### src/rtl/core/lfgr_pkg.sv
`timescale 1ns / 1ps
// ----------------------------------------------------------------------------
// lfgr_pkg
// Shared types and constants of the linear fade gain ramp.
// ----------------------------------------------------------------------------
package lfgr_pkg;

    localparam int SAMPLE_W    = 16;
    localparam int NARROW_W    = 8;
    localparam int CFG_DATA_W  = 21;
    localparam int CFG_INDEX_W = 2;
    localparam int GAIN_SHIFT  = 10;
    localparam int DIV_STEPS   = GAIN_SHIFT + 1;
    localparam int CNT_W       = $clog2(DIV_STEPS);
    localparam int PROD_W      = DIV_STEPS + 1 + SAMPLE_W;

    localparam logic [CFG_INDEX_W-1:0] CFG_FADE_LENGTH  = 2'd0;
    localparam logic [CFG_INDEX_W-1:0] CFG_FADE_IN      = 2'd1;
    localparam logic [CFG_INDEX_W-1:0] CFG_WIDE_SAMPLES = 2'd2;

    typedef enum logic [2:0] {
        ST_IDLE,
        ST_PREP,
        ST_DIV,
        ST_MUL,
        ST_FIN
    } t_state;

    typedef struct packed {
        logic load;
        logic prep;
        logic step;
        logic mul;
        logic fin;
    } t_cmd;

    typedef struct packed {
        logic div_done;
        logic out_busy;
    } t_sts;

endpackage

### src/rtl/core/lfgr_ctrl.sv
`timescale 1ns / 1ps
// ----------------------------------------------------------------------------
// lfgr_ctrl
// Sequencer: takes one item, runs the shared divider, multiply and output.
// ----------------------------------------------------------------------------
module lfgr_ctrl (
    input  logic          i_clk,
    input  logic          i_rst_n,
    input  logic          i_in_valid,
    input  lfgr_pkg::t_sts i_sts,
    output logic          o_in_stall,
    output lfgr_pkg::t_cmd o_cmd
);

    lfgr_pkg::t_state r_state;
    lfgr_pkg::t_state n_state;

    always_ff @(posedge i_clk) begin
        if (!i_rst_n) begin
            r_state <= lfgr_pkg::ST_IDLE;
        end else begin
            r_state <= n_state;
        end
    end

    always_comb begin
        n_state = r_state;
        case (r_state)
            lfgr_pkg::ST_IDLE: begin
                if (i_in_valid) begin
                    n_state = lfgr_pkg::ST_PREP;
                end
            end
            lfgr_pkg::ST_PREP: begin
                n_state = lfgr_pkg::ST_DIV;
            end
            lfgr_pkg::ST_DIV: begin
                if (i_sts.div_done) begin
                    n_state = lfgr_pkg::ST_MUL;
                end
            end
            lfgr_pkg::ST_MUL: begin
                n_state = lfgr_pkg::ST_FIN;
            end
            lfgr_pkg::ST_FIN: begin
                if (!i_sts.out_busy) begin
                    n_state = lfgr_pkg::ST_IDLE;
                end
            end
            default: begin
                n_state = lfgr_pkg::ST_IDLE;
            end
        endcase
    end

    always_comb begin
        o_cmd      = '0;
        o_in_stall = 1'b1;
        case (r_state)
            lfgr_pkg::ST_IDLE: begin
                o_in_stall = 1'b0;
                o_cmd.load = i_in_valid;
            end
            lfgr_pkg::ST_PREP: begin
                o_cmd.prep = 1'b1;
            end
            lfgr_pkg::ST_DIV: begin
                o_cmd.step = 1'b1;
            end
            lfgr_pkg::ST_MUL: begin
                o_cmd.mul = 1'b1;
            end
            lfgr_pkg::ST_FIN: begin
                o_cmd.fin = !i_sts.out_busy;
            end
            default: begin
                o_in_stall = 1'b1;
            end
        endcase
    end

`ifndef ASSERT_OFF
    a_mul_after_div: assert property (@(posedge i_clk) disable iff (!i_rst_n)
        (r_state == lfgr_pkg::ST_MUL) |->
        ($past(r_state) == lfgr_pkg::ST_DIV && $past(i_sts.div_done)))
        else $error("multiply entered before divide finished");
`endif

endmodule

### src/rtl/core/lfgr_dp.sv
`timescale 1ns / 1ps
// ----------------------------------------------------------------------------
// lfgr_dp
// Datapath: position counter, restoring divider, gain multiply, output stage.
// ----------------------------------------------------------------------------
module lfgr_dp #(
    parameter int MAX_FADE_LENGTH = 1048576
) (
    input  logic                               i_clk,
    input  logic                               i_rst_n,
    input  lfgr_pkg::t_cmd                     i_cmd,
    output lfgr_pkg::t_sts                     o_sts,
    input  logic [$clog2(MAX_FADE_LENGTH+1)-1:0] i_len,
    input  logic                               i_fade_in,
    input  logic                               i_wide,
    input  logic signed [lfgr_pkg::SAMPLE_W-1:0] i_sample_in,
    input  logic                               i_out_stall,
    output logic                               o_out_valid,
    output logic signed [lfgr_pkg::SAMPLE_W-1:0] o_sample_out,
    output logic                               o_run_last
);

    localparam int LW = $clog2(MAX_FADE_LENGTH + 1);
    localparam int PW = $clog2(MAX_FADE_LENGTH);
    localparam int QB = lfgr_pkg::DIV_STEPS;
    localparam int DW = LW + lfgr_pkg::GAIN_SHIFT;
    localparam int SW = lfgr_pkg::SAMPLE_W;
    localparam int NW = lfgr_pkg::NARROW_W;
    localparam int RW = lfgr_pkg::PROD_W;

    logic [PW-1:0]                   r_position;
    logic signed [SW-1:0]            r_sample;
    logic                            r_last;
    logic [LW-1:0]                   r_mult;
    logic [LW-1:0]                   r_rem;
    logic [QB-1:0]                   r_quo;
    logic [lfgr_pkg::CNT_W-1:0]      r_cnt;
    logic signed [RW-1:0]            r_prod;
    logic                            r_out_valid;
    logic signed [SW-1:0]            r_sample_out;
    logic                            r_run_last;

    logic [LW-1:0]                   w_pos_ext;
    logic                            w_last;
    logic [LW-1:0]                   w_idx;
    logic [LW-1:0]                   w_mult;
    logic [NW-1:0]                   w_mag;
    logic [LW+NW-1:0]                w_prod_n;
    logic [DW-1:0]                   w_dividend;
    logic [LW:0]                     w_trial;
    logic                            w_ge;
    logic signed [QB:0]              w_gain;
    logic signed [RW-1:0]            w_adj;
    logic signed [SW-1:0]            w_wide_res;
    logic signed [SW-1:0]            w_narrow_res;

    // position and multiplier for the accepted item
    assign w_pos_ext = LW'(r_position);
    assign w_last    = (w_pos_ext >= (i_len - LW'(1)));
    assign w_idx     = w_last ? (i_len - LW'(1)) : w_pos_ext;
    assign w_mult    = i_fade_in ? w_idx : (i_len - w_idx);

    // magnitude of the narrow sample
    assign w_mag      = r_sample[NW-1] ? NW'(~r_sample[NW-1:0] + NW'(1)) : r_sample[NW-1:0];
    assign w_prod_n   = r_mult * w_mag;
    assign w_dividend = i_wide ? {r_mult, {lfgr_pkg::GAIN_SHIFT{1'b0}}} : DW'(w_prod_n);

    // restoring divide step
    assign w_trial = {r_rem, r_quo[QB-1]};
    assign w_ge    = (w_trial >= {1'b0, i_len});

    // truncate toward zero
    assign w_gain       = $signed({1'b0, r_quo});
    assign w_adj        = r_prod + RW'({lfgr_pkg::GAIN_SHIFT{r_prod[RW-1]}});
    assign w_wide_res   = w_adj[lfgr_pkg::GAIN_SHIFT+SW-1:lfgr_pkg::GAIN_SHIFT];
    assign w_narrow_res = r_sample[NW-1] ? SW'(SW'(0) - SW'(r_quo)) : SW'(r_quo);

    always_ff @(posedge i_clk) begin
        if (!i_rst_n) begin
            r_position  <= '0;
            r_out_valid <= 1'b0;
        end else begin
            if (i_cmd.load) begin
                r_position <= w_last ? '0 : (r_position + PW'(1));
            end
            if (i_cmd.fin) begin
                r_out_valid <= 1'b1;
            end else if (r_out_valid && !i_out_stall) begin
                r_out_valid <= 1'b0;
            end
        end
    end

    always_ff @(posedge i_clk) begin
        if (i_cmd.load) begin
            r_sample <= i_sample_in;
            r_last   <= w_last;
            r_mult   <= w_mult;
        end
        if (i_cmd.prep) begin
            r_rem <= LW'(w_dividend[DW-1:QB]);
            r_quo <= w_dividend[QB-1:0];
            r_cnt <= lfgr_pkg::CNT_W'(QB - 1);
        end else if (i_cmd.step) begin
            r_rem <= w_ge ? LW'(w_trial - {1'b0, i_len}) : LW'(w_trial);
            r_quo <= {r_quo[QB-2:0], w_ge};
            r_cnt <= r_cnt - lfgr_pkg::CNT_W'(1);
        end
        if (i_cmd.mul) begin
            r_prod <= w_gain * r_sample;
        end
        if (i_cmd.fin) begin
            r_sample_out <= i_wide ? w_wide_res : w_narrow_res;
            r_run_last   <= r_last;
        end
    end

    assign o_sts.div_done = (r_cnt == '0);
    assign o_sts.out_busy = r_out_valid;
    assign o_out_valid    = r_out_valid;
    assign o_sample_out   = r_sample_out;
    assign o_run_last     = r_run_last;

`ifndef ASSERT_OFF
    a_pos_bound: assert property (@(posedge i_clk) disable iff (!i_rst_n)
        r_position <= PW'(MAX_FADE_LENGTH - 1))
        else $error("position beyond maximum run length");
    a_rem_below_len: assert property (@(posedge i_clk) disable iff (!i_rst_n)
        i_cmd.step |-> (r_rem < i_len))
        else $error("divider remainder not below length");
    a_wide_gain: assert property (@(posedge i_clk) disable iff (!i_rst_n)
        (i_cmd.mul && i_wide) |-> (r_quo <= QB'(1 << lfgr_pkg::GAIN_SHIFT)))
        else $error("gain above unity");
    a_narrow_quo: assert property (@(posedge i_clk) disable iff (!i_rst_n)
        (i_cmd.fin && !i_wide) |-> (r_quo <= QB'(1 << (NW - 1))))
        else $error("narrow quotient out of range");
`endif

endmodule

### src/rtl/core/linear_fade_gain_ramp.sv
`timescale 1ns / 1ps
// an accepted item passes prep, the divider steps, multiply and finish before its result is registered
// one item at a time: the input stalls while an item runs the 11-step shared restoring divider
// a new item is taken while the previous result waits in the output register
// reset (synchronous, active low): position 0, length 1, fade-in, 16-bit samples
// ----------------------------------------------------------------------------
// linear_fade_gain_ramp
// Linear fade-in or fade-out gain applied to a run of signed samples.
// ----------------------------------------------------------------------------
module linear_fade_gain_ramp #(
    parameter int MAX_FADE_LENGTH = 1048576
) (
    input  logic                                    i_clk,
    input  logic                                    i_rst_n,
    input  logic                                    i_cfg_we,
    input  logic [lfgr_pkg::CFG_INDEX_W-1:0]        i_cfg_index,
    input  logic [lfgr_pkg::CFG_DATA_W-1:0]         i_cfg_data,
    input  logic                                    i_in_valid,
    output logic                                    o_in_stall,
    input  logic signed [lfgr_pkg::SAMPLE_W-1:0]    i_sample_in,
    output logic                                    o_out_valid,
    input  logic                                    i_out_stall,
    output logic signed [lfgr_pkg::SAMPLE_W-1:0]    o_sample_out,
    output logic                                    o_run_last
);

    localparam int LW = $clog2(MAX_FADE_LENGTH + 1);
    localparam int CW = (LW > lfgr_pkg::CFG_DATA_W) ? LW : lfgr_pkg::CFG_DATA_W;

    logic [LW-1:0]  r_len;
    logic           r_fade_in;
    logic           r_wide;
    logic [CW-1:0]  w_len_raw;
    logic [CW-1:0]  w_len_clamp;

    lfgr_pkg::t_cmd w_cmd;
    lfgr_pkg::t_sts w_sts;

    // zero acts as one, above maximum acts as maximum
    assign w_len_raw   = CW'(i_cfg_data);
    assign w_len_clamp = (w_len_raw == '0) ? CW'(1) :
                         (w_len_raw > CW'(MAX_FADE_LENGTH)) ? CW'(MAX_FADE_LENGTH) :
                         w_len_raw;

    always_ff @(posedge i_clk) begin
        if (!i_rst_n) begin
            r_len     <= LW'(1);
            r_fade_in <= 1'b1;
            r_wide    <= 1'b1;
        end else if (i_cfg_we) begin
            case (i_cfg_index)
                lfgr_pkg::CFG_FADE_LENGTH: begin
                    r_len <= LW'(w_len_clamp);
                end
                lfgr_pkg::CFG_FADE_IN: begin
                    r_fade_in <= i_cfg_data[0];
                end
                lfgr_pkg::CFG_WIDE_SAMPLES: begin
                    r_wide <= i_cfg_data[0];
                end
                default: begin
                    r_len <= r_len;
                end
            endcase
        end
    end

    lfgr_ctrl u_ctrl (
        .i_clk      (i_clk),
        .i_rst_n    (i_rst_n),
        .i_in_valid (i_in_valid),
        .i_sts      (w_sts),
        .o_in_stall (o_in_stall),
        .o_cmd      (w_cmd)
    );

    lfgr_dp #(
        .MAX_FADE_LENGTH (MAX_FADE_LENGTH)
    ) u_dp (
        .i_clk        (i_clk),
        .i_rst_n      (i_rst_n),
        .i_cmd        (w_cmd),
        .o_sts        (w_sts),
        .i_len        (r_len),
        .i_fade_in    (r_fade_in),
        .i_wide       (r_wide),
        .i_sample_in  (i_sample_in),
        .i_out_stall  (i_out_stall),
        .o_out_valid  (o_out_valid),
        .o_sample_out (o_sample_out),
        .o_run_last   (o_run_last)
    );

endmodule

### config.mk
export PLATFORM = sky130hd
export DESIGN_NAME = linear_fade_gain_ramp
export DESIGN_NICKNAME = d
export VERILOG_FILES = /design/src/rtl/core/lfgr_pkg.sv /design/src/rtl/core/lfgr_ctrl.sv /design/src/rtl/core/lfgr_dp.sv /design/src/rtl/core/linear_fade_gain_ramp.sv
export SDC_FILE = /design/constraint.sdc
export NUM_CORES = 1
export LEC_CHECK = 0
export BUFFER_PORTS_ARGS = -buffer_cell sky130_fd_sc_hd__buf_4
export CORE_ASPECT_RATIO = 0.5
export CORE_MARGIN = 5
export CORE_UTILIZATION = 50
export CTS_CLUSTER_SIZE = 14
export DETAILED_ROUTE_END_ITERATION = 8
export GPL_ROUTABILITY_DRIVEN = 0
export GPL_TIMING_DRIVEN = 0
export PLACE_DENSITY = 0.78
export SYNTH_ARGS = -nofsm -noshare
export SYNTH_HDL_FRONTEND = slang
export SYNTH_HIERARCHICAL = 1
export SYNTH_SLANG_ARGS = --single-unit
### constraint.sdc
create_clock -name i_clk -period 6.8 [get_ports i_clk]
set_input_delay 1.02 -clock i_clk [delete_from_list [all_inputs] [get_ports i_clk]]
set_output_delay 1.02 -clock i_clk [all_outputs]
set_load 0.02 [all_outputs]
======== Word level (Yosys, flattened, before mapping) ========
Index checks and enable logic that the tools add are counted.
operators by class
  reduce and logical (&&, ||, !) cells .... 13
  magnitude comparators ................... 3
  multiply operators ...................... 2
  mux-type cells .......................... 26
  bitwise gates (word level) .............. 1
  equality and inequality tests ........... 9
  add/subtract/negate cells ............... 8
operator list
  cell                   number
  $mux 21                5
  $mux 20                3
  $sub 21x21->21         2
  $mux 16                2
  $mux 31                1
  $mul 21x8->29          1
  $mul 12x16->28         1
  $add 26x10->26         1
  $ge 22x21->1           1
  $mux 11                2
  $ge 20x21->1           1
  $gt 21x21->1 const B   1
  $logic_not 21->1       1
  $sub 21x1->21 const B  1
  $add 20x1->20 const B  1
  $pmux 3 s5             1
  $sub 1x11->12 const A  1
  $mux 3                 3
  $add 8x1->8 const B    1
  $mux 1                 8
  $mux 8                 1
  $not 8->8              1
  $eq 3x2->1 const B     2
  $reduce_and 2->1       3
  other kinds (14)       17
word-level totals
  bits in registers ....................... 166

======== Logic depth before layout (Yosys ltp) ========
  depth after elaboration ................. 6
  gate-level depth with buffers ........... 34

======== By module ========
Netlist, hierarchy kept.
modules (own cells, without submodules)
  module                 area each (sq um)  sequential area each (sq um)  cells each  times used
  lfgr_dp                21307.9            3913.8                        2376        1
  linear_fade_gain_ramp  968.4              460.4                         111         1
  lfgr_ctrl              165.2              60.1                          18          1

======== Worst setup path after synthesis ========
Ideal clock, no wire load.
  path kind ............................... register to register
  start point ............................. register u_dp.r_sample[0]
  end point ............................... register u_dp.r_rem[16], data pin
  clock period less this slack ............ 6.749 ns
  setup time .............................. 0.270 ns
  stages on the path, launching flop included .. 27
  data required time ...................... 6.530 ns
  slack ................................... 0.051 ns
  data arrival time ....................... 6.479 ns
  cells stage by stage .................... edfxtp_1 clkbuf_1 or3_1 or3_1 nor4b_1 clkbuf_1 nand2_1 fa_1 fa_1 inv_1 fa_1 inv_1 fa_1 inv_1 ha_1 a21oi_1 o21bai_1 a21oi_1 o21ai_0 a41o_1 o2111ai_1 a21boi_0 a41o_1 o41a_1 xnor2_1 o211a_1 a21oi_1
between the ends
  cells in the longest elaborated chain, start to end .. 6
ends and longest elaborated chain
  item                      line            RTL
  start: declaration        lfgr_dp.sv:32   logic signed [SW-1:0] r_sample;
  start signal: assignment  lfgr_dp.sv:96   r_sample <= i_sample_in;
  $not 8->8                 lfgr_dp.sv:64   assign w_mag = r_sample[NW-1] ? NW'(~r_sample[NW-1:0] + NW'(1)) : r_sample[NW-1:0];
  $add 8x1->8               lfgr_dp.sv:64
  $mux 8 *                  lfgr_dp.sv:64
  $mul 21x8->29 *           lfgr_dp.sv:65   assign w_prod_n = r_mult * w_mag;
  $mux 31 *                 lfgr_dp.sv:66   assign w_dividend = i_wide ? {r_mult, {lfgr_pkg::GAIN_SHIFT{1'b0}}} : DW'(w_prod_n);
  $mux 20 *                 lfgr_dp.sv:100  if (i_cmd.prep) begin
  end signal: assignment    lfgr_dp.sv:101  r_rem <= LW'(w_dividend[DW-1:QB]);
  end signal: assignment    lfgr_dp.sv:105  r_rem <= w_ge ? LW'(w_trial - {1'b0, i_len}) : LW'(w_trial);
  end: declaration          lfgr_dp.sv:35   logic [LW-1:0] r_rem;
Every way passes the cells marked *; elsewhere a longest branch is shown, timed or not.
A chain may end at the register's enable or synchronous reset.

======== Final worst setup path ========
  start point ............................. register r_len[6]
  end point ............................... register u_dp.r_mult[20], data pin
between the ends
  cells in the longest elaborated chain, start to end .. 5
ends and longest elaborated chain
  item                       line                          RTL
  start: declaration         linear_fade_gain_ramp.sv:30   logic [LW-1:0] r_len;
  start signal: assignment   linear_fade_gain_ramp.sv:53   r_len <= LW'(w_len_clamp);
  start signal: assignment   linear_fade_gain_ramp.sv:62   r_len <= r_len;
  $sub 21x1->21              lfgr_dp.sv:59, lfgr_dp.sv:60
  $ge 20x21->1               lfgr_dp.sv:59                 assign w_last = (w_pos_ext >= (i_len - LW'(1)));
  $mux 21                    lfgr_dp.sv:60                 assign w_idx = w_last ? (i_len - LW'(1)) : w_pos_ext;
  $sub 21x21->21             lfgr_dp.sv:61                 assign w_mult = i_fade_in ? w_idx : (i_len - w_idx);
  $mux 21 *                  lfgr_dp.sv:61
  named net u_dp.w_mult[20]  lfgr_dp.sv:46                 logic [LW-1:0] w_mult;
  end signal: assignment     lfgr_dp.sv:98                 r_mult <= w_mult;
  end: declaration           lfgr_dp.sv:34                 logic [LW-1:0] r_mult;
Mark *: on every way through the listed nets, which the timed path passes. The rest lies on a longest branch.

==> out/summary.txt <==
clock transition at the registers of the reported paths = 0.07 ns
Netlist Area Pre-Place = 22400 µm²
number of register bits inferred by synthesis = 165
setup slack of the most critical reg-to-reg path = 0.06 ns
pins over their slew limit = 0
CP arrival = 6.93 ns
Post-Place Cell Area = 23700 µm²
maximum operating frequency = 0.148 GHz
DP Cell Count = 3157
floorplan row count = 54
cell mode on critical path = nand3_2
wire length of the first global-routing pass = 96100 µm
CTS max path bufs = 2
count of max-cap constraint violations = 0
gr ovfl total = 0
type of origin of the critical path = flop
share of total power in sequential cells = 0.126
residual DRC count = 0
number of cells on the worst hold path = 0
Leakage Power = 11.4 nW
Data required, critical path = 6.99 ns
standard cell with the maximum stage delay on the critical path = or4_4
top cell family by delay on the critical path = compound AO/OA/AOI/OAI gates
Syn. warnings = 6
number of clock sinks seen by CTS = 165
final standard cell count with taps included and fillers excluded = 3237
IO Count = 63
total internal power = 0.00709 W
effective utilization at floorplan = 0.510
final cell area excluding filler cells = 25300 µm²
hold buffer count at cts = 0
Area Overhead vs Synth = 12.7%
launch instance of the worst register-to-register path = r_len[6]
startpoint of the tightest hold check path = u_dp/r_last
clock insertion delay at the later pin of the skew report = 0.45 ns
proportion of register bits with asynchronous set or reset after synthesis = 0
slew at the pin closest to its max-slew limit = 0.891 ns
Diodes inserted = 0
clock skew = 0.0130 ns
number of design-rule violations left by the first detailed-router iteration = 2151
number of global-route vias before repair = 18600
portion of synthesized cell area occupied by the leading cell type = 0.247
total of fill cells in the finished design = 3559
total core area = 44000 µm²
average wire per standard cell = 18.8 µm
post-synth cell types = 92
TritonCTS clock tree = done
buffers added on ports = 62
biggest area consumer among synthesized cells = fa_1
cell depth of the worst flop-to-flop path = 30
min cycle time layout = 6.74 ns
maximum number of pins on one net before global-route repair = 33
largest incremental delay on the critical path = 0.59 ns
final worst-path cycle share = 0.991
DP HPWL = 46300 µm
Avg Inst Size Synth = 8.96 µm²
clock group share of total power = 0.071
count of flip-flops with a built-in enable after synthesis = 113
Power Density = 561 nW/µm²
number of buffers inserted during clock tree synthesis = 17
final-report setup violation count = 0
total number of H-tree levels = 4
hold violation total from the final report = 0
share of total power in combinational logic = 0.802
share of final-layout standard cells stronger than drive strength 1 = 0.121
vias per cell = 5.78
Post-Syn Nets = 3000
dominant synthesized flop cell = edfxtp_1
root buffer cell = clkbuf_16
Area contributors post-synth = fa_1 (25%), edfxtp_1 (15%), ha_1 (9.7%)
relative slew slack = 0.405
Worst IR Drop VDD = 0.520 mV
switching share of power = 0.501
count of mapped cells out of synthesis = 2505
residual antenna-violating net count after detailed routing = 0
Final #Nets = 3131
crit path max fanout = 14
first-pass detailed-route iteration total = 6
critical register-to-register path endpoint = u_dp/r_mult[20]
path category of the worst min-delay check = reg -> reg
RSZ-0062 raised after global routing = yes
critical path start-end classification = reg -> reg
status = complete, no violations
area enclosed by the die boundary = 49500 µm²
antenna violations before repair = 0
horizontal die dimension = 310 µm
share of the yosys chip area belonging to registers = 0.198
total number of vias = 18700
number of buffers and inverters on the critical path = 4
hold path endpoint = u_dp/o_run_last
Routed WL = 60900 µm
Chip Height = 160 µm
CP Capture Type = flop
total routing usage reported by global routing = 0.241
switching power summed over all nets = 0.00711 W
kinds of logic after synthesis:
kind of cell               after synthesis  synth area share
buffers and inverters                  497            0.0842
and+or+nand+nor                        829             0.185
adders and majority gates              455             0.346
xor gates and xnor gates               152            0.0593
muxes                                   37            0.0175
DFF                                    165             0.198
AOI/OAI and AO/OA                      370             0.110
per-stage QoR:
stage,TNS [ns],power [W],hold WS [ns],utilization,setup WS [ns]
2_1_floorplan,0,0.00981,0.400,-,0.0508
3_3_place_gp,-37.16,0.0120,0.401,0.538,-1.95
3_5_place_dp,-40.40,0.0123,0.407,0.539,-2.00
4_1_cts,0,0.0137,0.426,0.561,0.00365
5_1_grt,-0.268,0.0156,0.445,0.575,-0.133
6_report,0,0.0142,0.424,0.575,0.0601
worst register-to-register path: cells and delay by family, from the launching register on:
kind,cells,cell delay (ns)
AO/OA/AOI/OAI,11,2.47
XOR/XNOR,1,0.17
adder cells (fa/ha/maj),3,0.85
buffers and inverters,4,0.59
flip-flops,1,0.33
multiplexers,1,0.33
AND/OR/NAND/NOR,10,1.75
state kept, by name, indices dropped and copies added, names as in the netlist:
name	count
r_fade_in	1
r_len	21
r_wide	1
u_ctrl/r_state	3
u_dp/o_out_valid	1
u_dp/o_run_last	1
u_dp/o_sample_out	16
u_dp/r_cnt	4
u_dp/r_last	1
u_dp/r_mult	21
u_dp/r_position	20
u_dp/r_prod	27
u_dp/r_quo	11
u_dp/r_rem	21
u_dp/r_sample	16
cell usage after synthesis (all sizes together) (16+ instances only):
cell type	instances
a21boi	24
a21o	34
a21oi	88
and2	144
and3	16
buf	18
clkbuf	86
dfxtp	52
edfxtp	113
fa	277
ha	174
inv	393
mux2i	22
nand2	272
nand2b	28
nand3	61
nand4	18
nor2	138
nor2b	64
nor3	28
o21ai	98
xnor2	101
xor2	51
per-layer routing:
layer  wire length [µm]  global-route usage
met1              24800               0.321
met2              28800               0.398
met3               5190              0.0404
met4               2190              0.0880
met5                  0                   0
what timing repair did:
action	CTS	global route
pin swaps	22	39
gates resized for setup	70	106
gates cloned	0	2
setup endpoints to repair	43	28
setup buffers	24	36
endpoints found under the hold margin	0	0
final cells by class:
class                   count  area (µm²)  area share
well taps                 588         736      0.0291
repair buffers            126        1000      0.0397
clock buffers              18         450      0.0178
inverters                 393        1480      0.0587
clock inverters            14         148     0.00584
plain buffers              90         489      0.0193
multi-input cells        1843       16500       0.654
flip-flops and latches    165        4440       0.176
how the worst max path moves through the flow:
| stage | start | to | slack (ns) | depth (start not counted) |
|---|---|---|---|---|
| 6_report | r_len[6] | u_dp/r_mult[20] | 0.06 | 30 |
| 5_1_grt | u_dp/r_sample[0] | u_dp/r_rem[16] | -0.13 | 29 |
| 4_1_cts | r_len[6] | u_dp/r_mult[20] | 0.004 | 29 |
| 3_5_place_dp | r_len[2] | u_dp/r_mult[20] | -2.00 | 33 |
| 3_3_place_gp | r_len[1] | u_dp/r_mult[20] | -1.95 | 33 |
| 2_1_floorplan | u_dp/r_sample[0] | u_dp/r_rem[16] | 0.05 | 26 |
cell usage in the layout (no fill, tap or decap), types with 47 or more instances in the layout:
master	instances
ha_1	168
nor2b_1	62
nand3_1	58
buf_4	123
edfxtp_1	113
dfxtp_1	47
nor2_1	131
and2_1	143
nand2_1	268
xnor2_1	95
o21ai_0	87
inv_1	386
a21oi_1	77
fa_1	275
xor2_1	49
power groups by stage:
stage	logic, W	clock network, W	registers [W]
2_1_floorplan	0.00809	0	0.00172
5_1_grt	0.0127	0.00107	0.00180
3_3_place_gp	0.0102	0	0.00179
3_5_place_dp	0.0105	0	0.00179
4_1_cts	0.0109	0.00103	0.00178
6_report	0.0114	0.00101	0.00180
No activity file was read; power rests on OpenSTA's default activity.
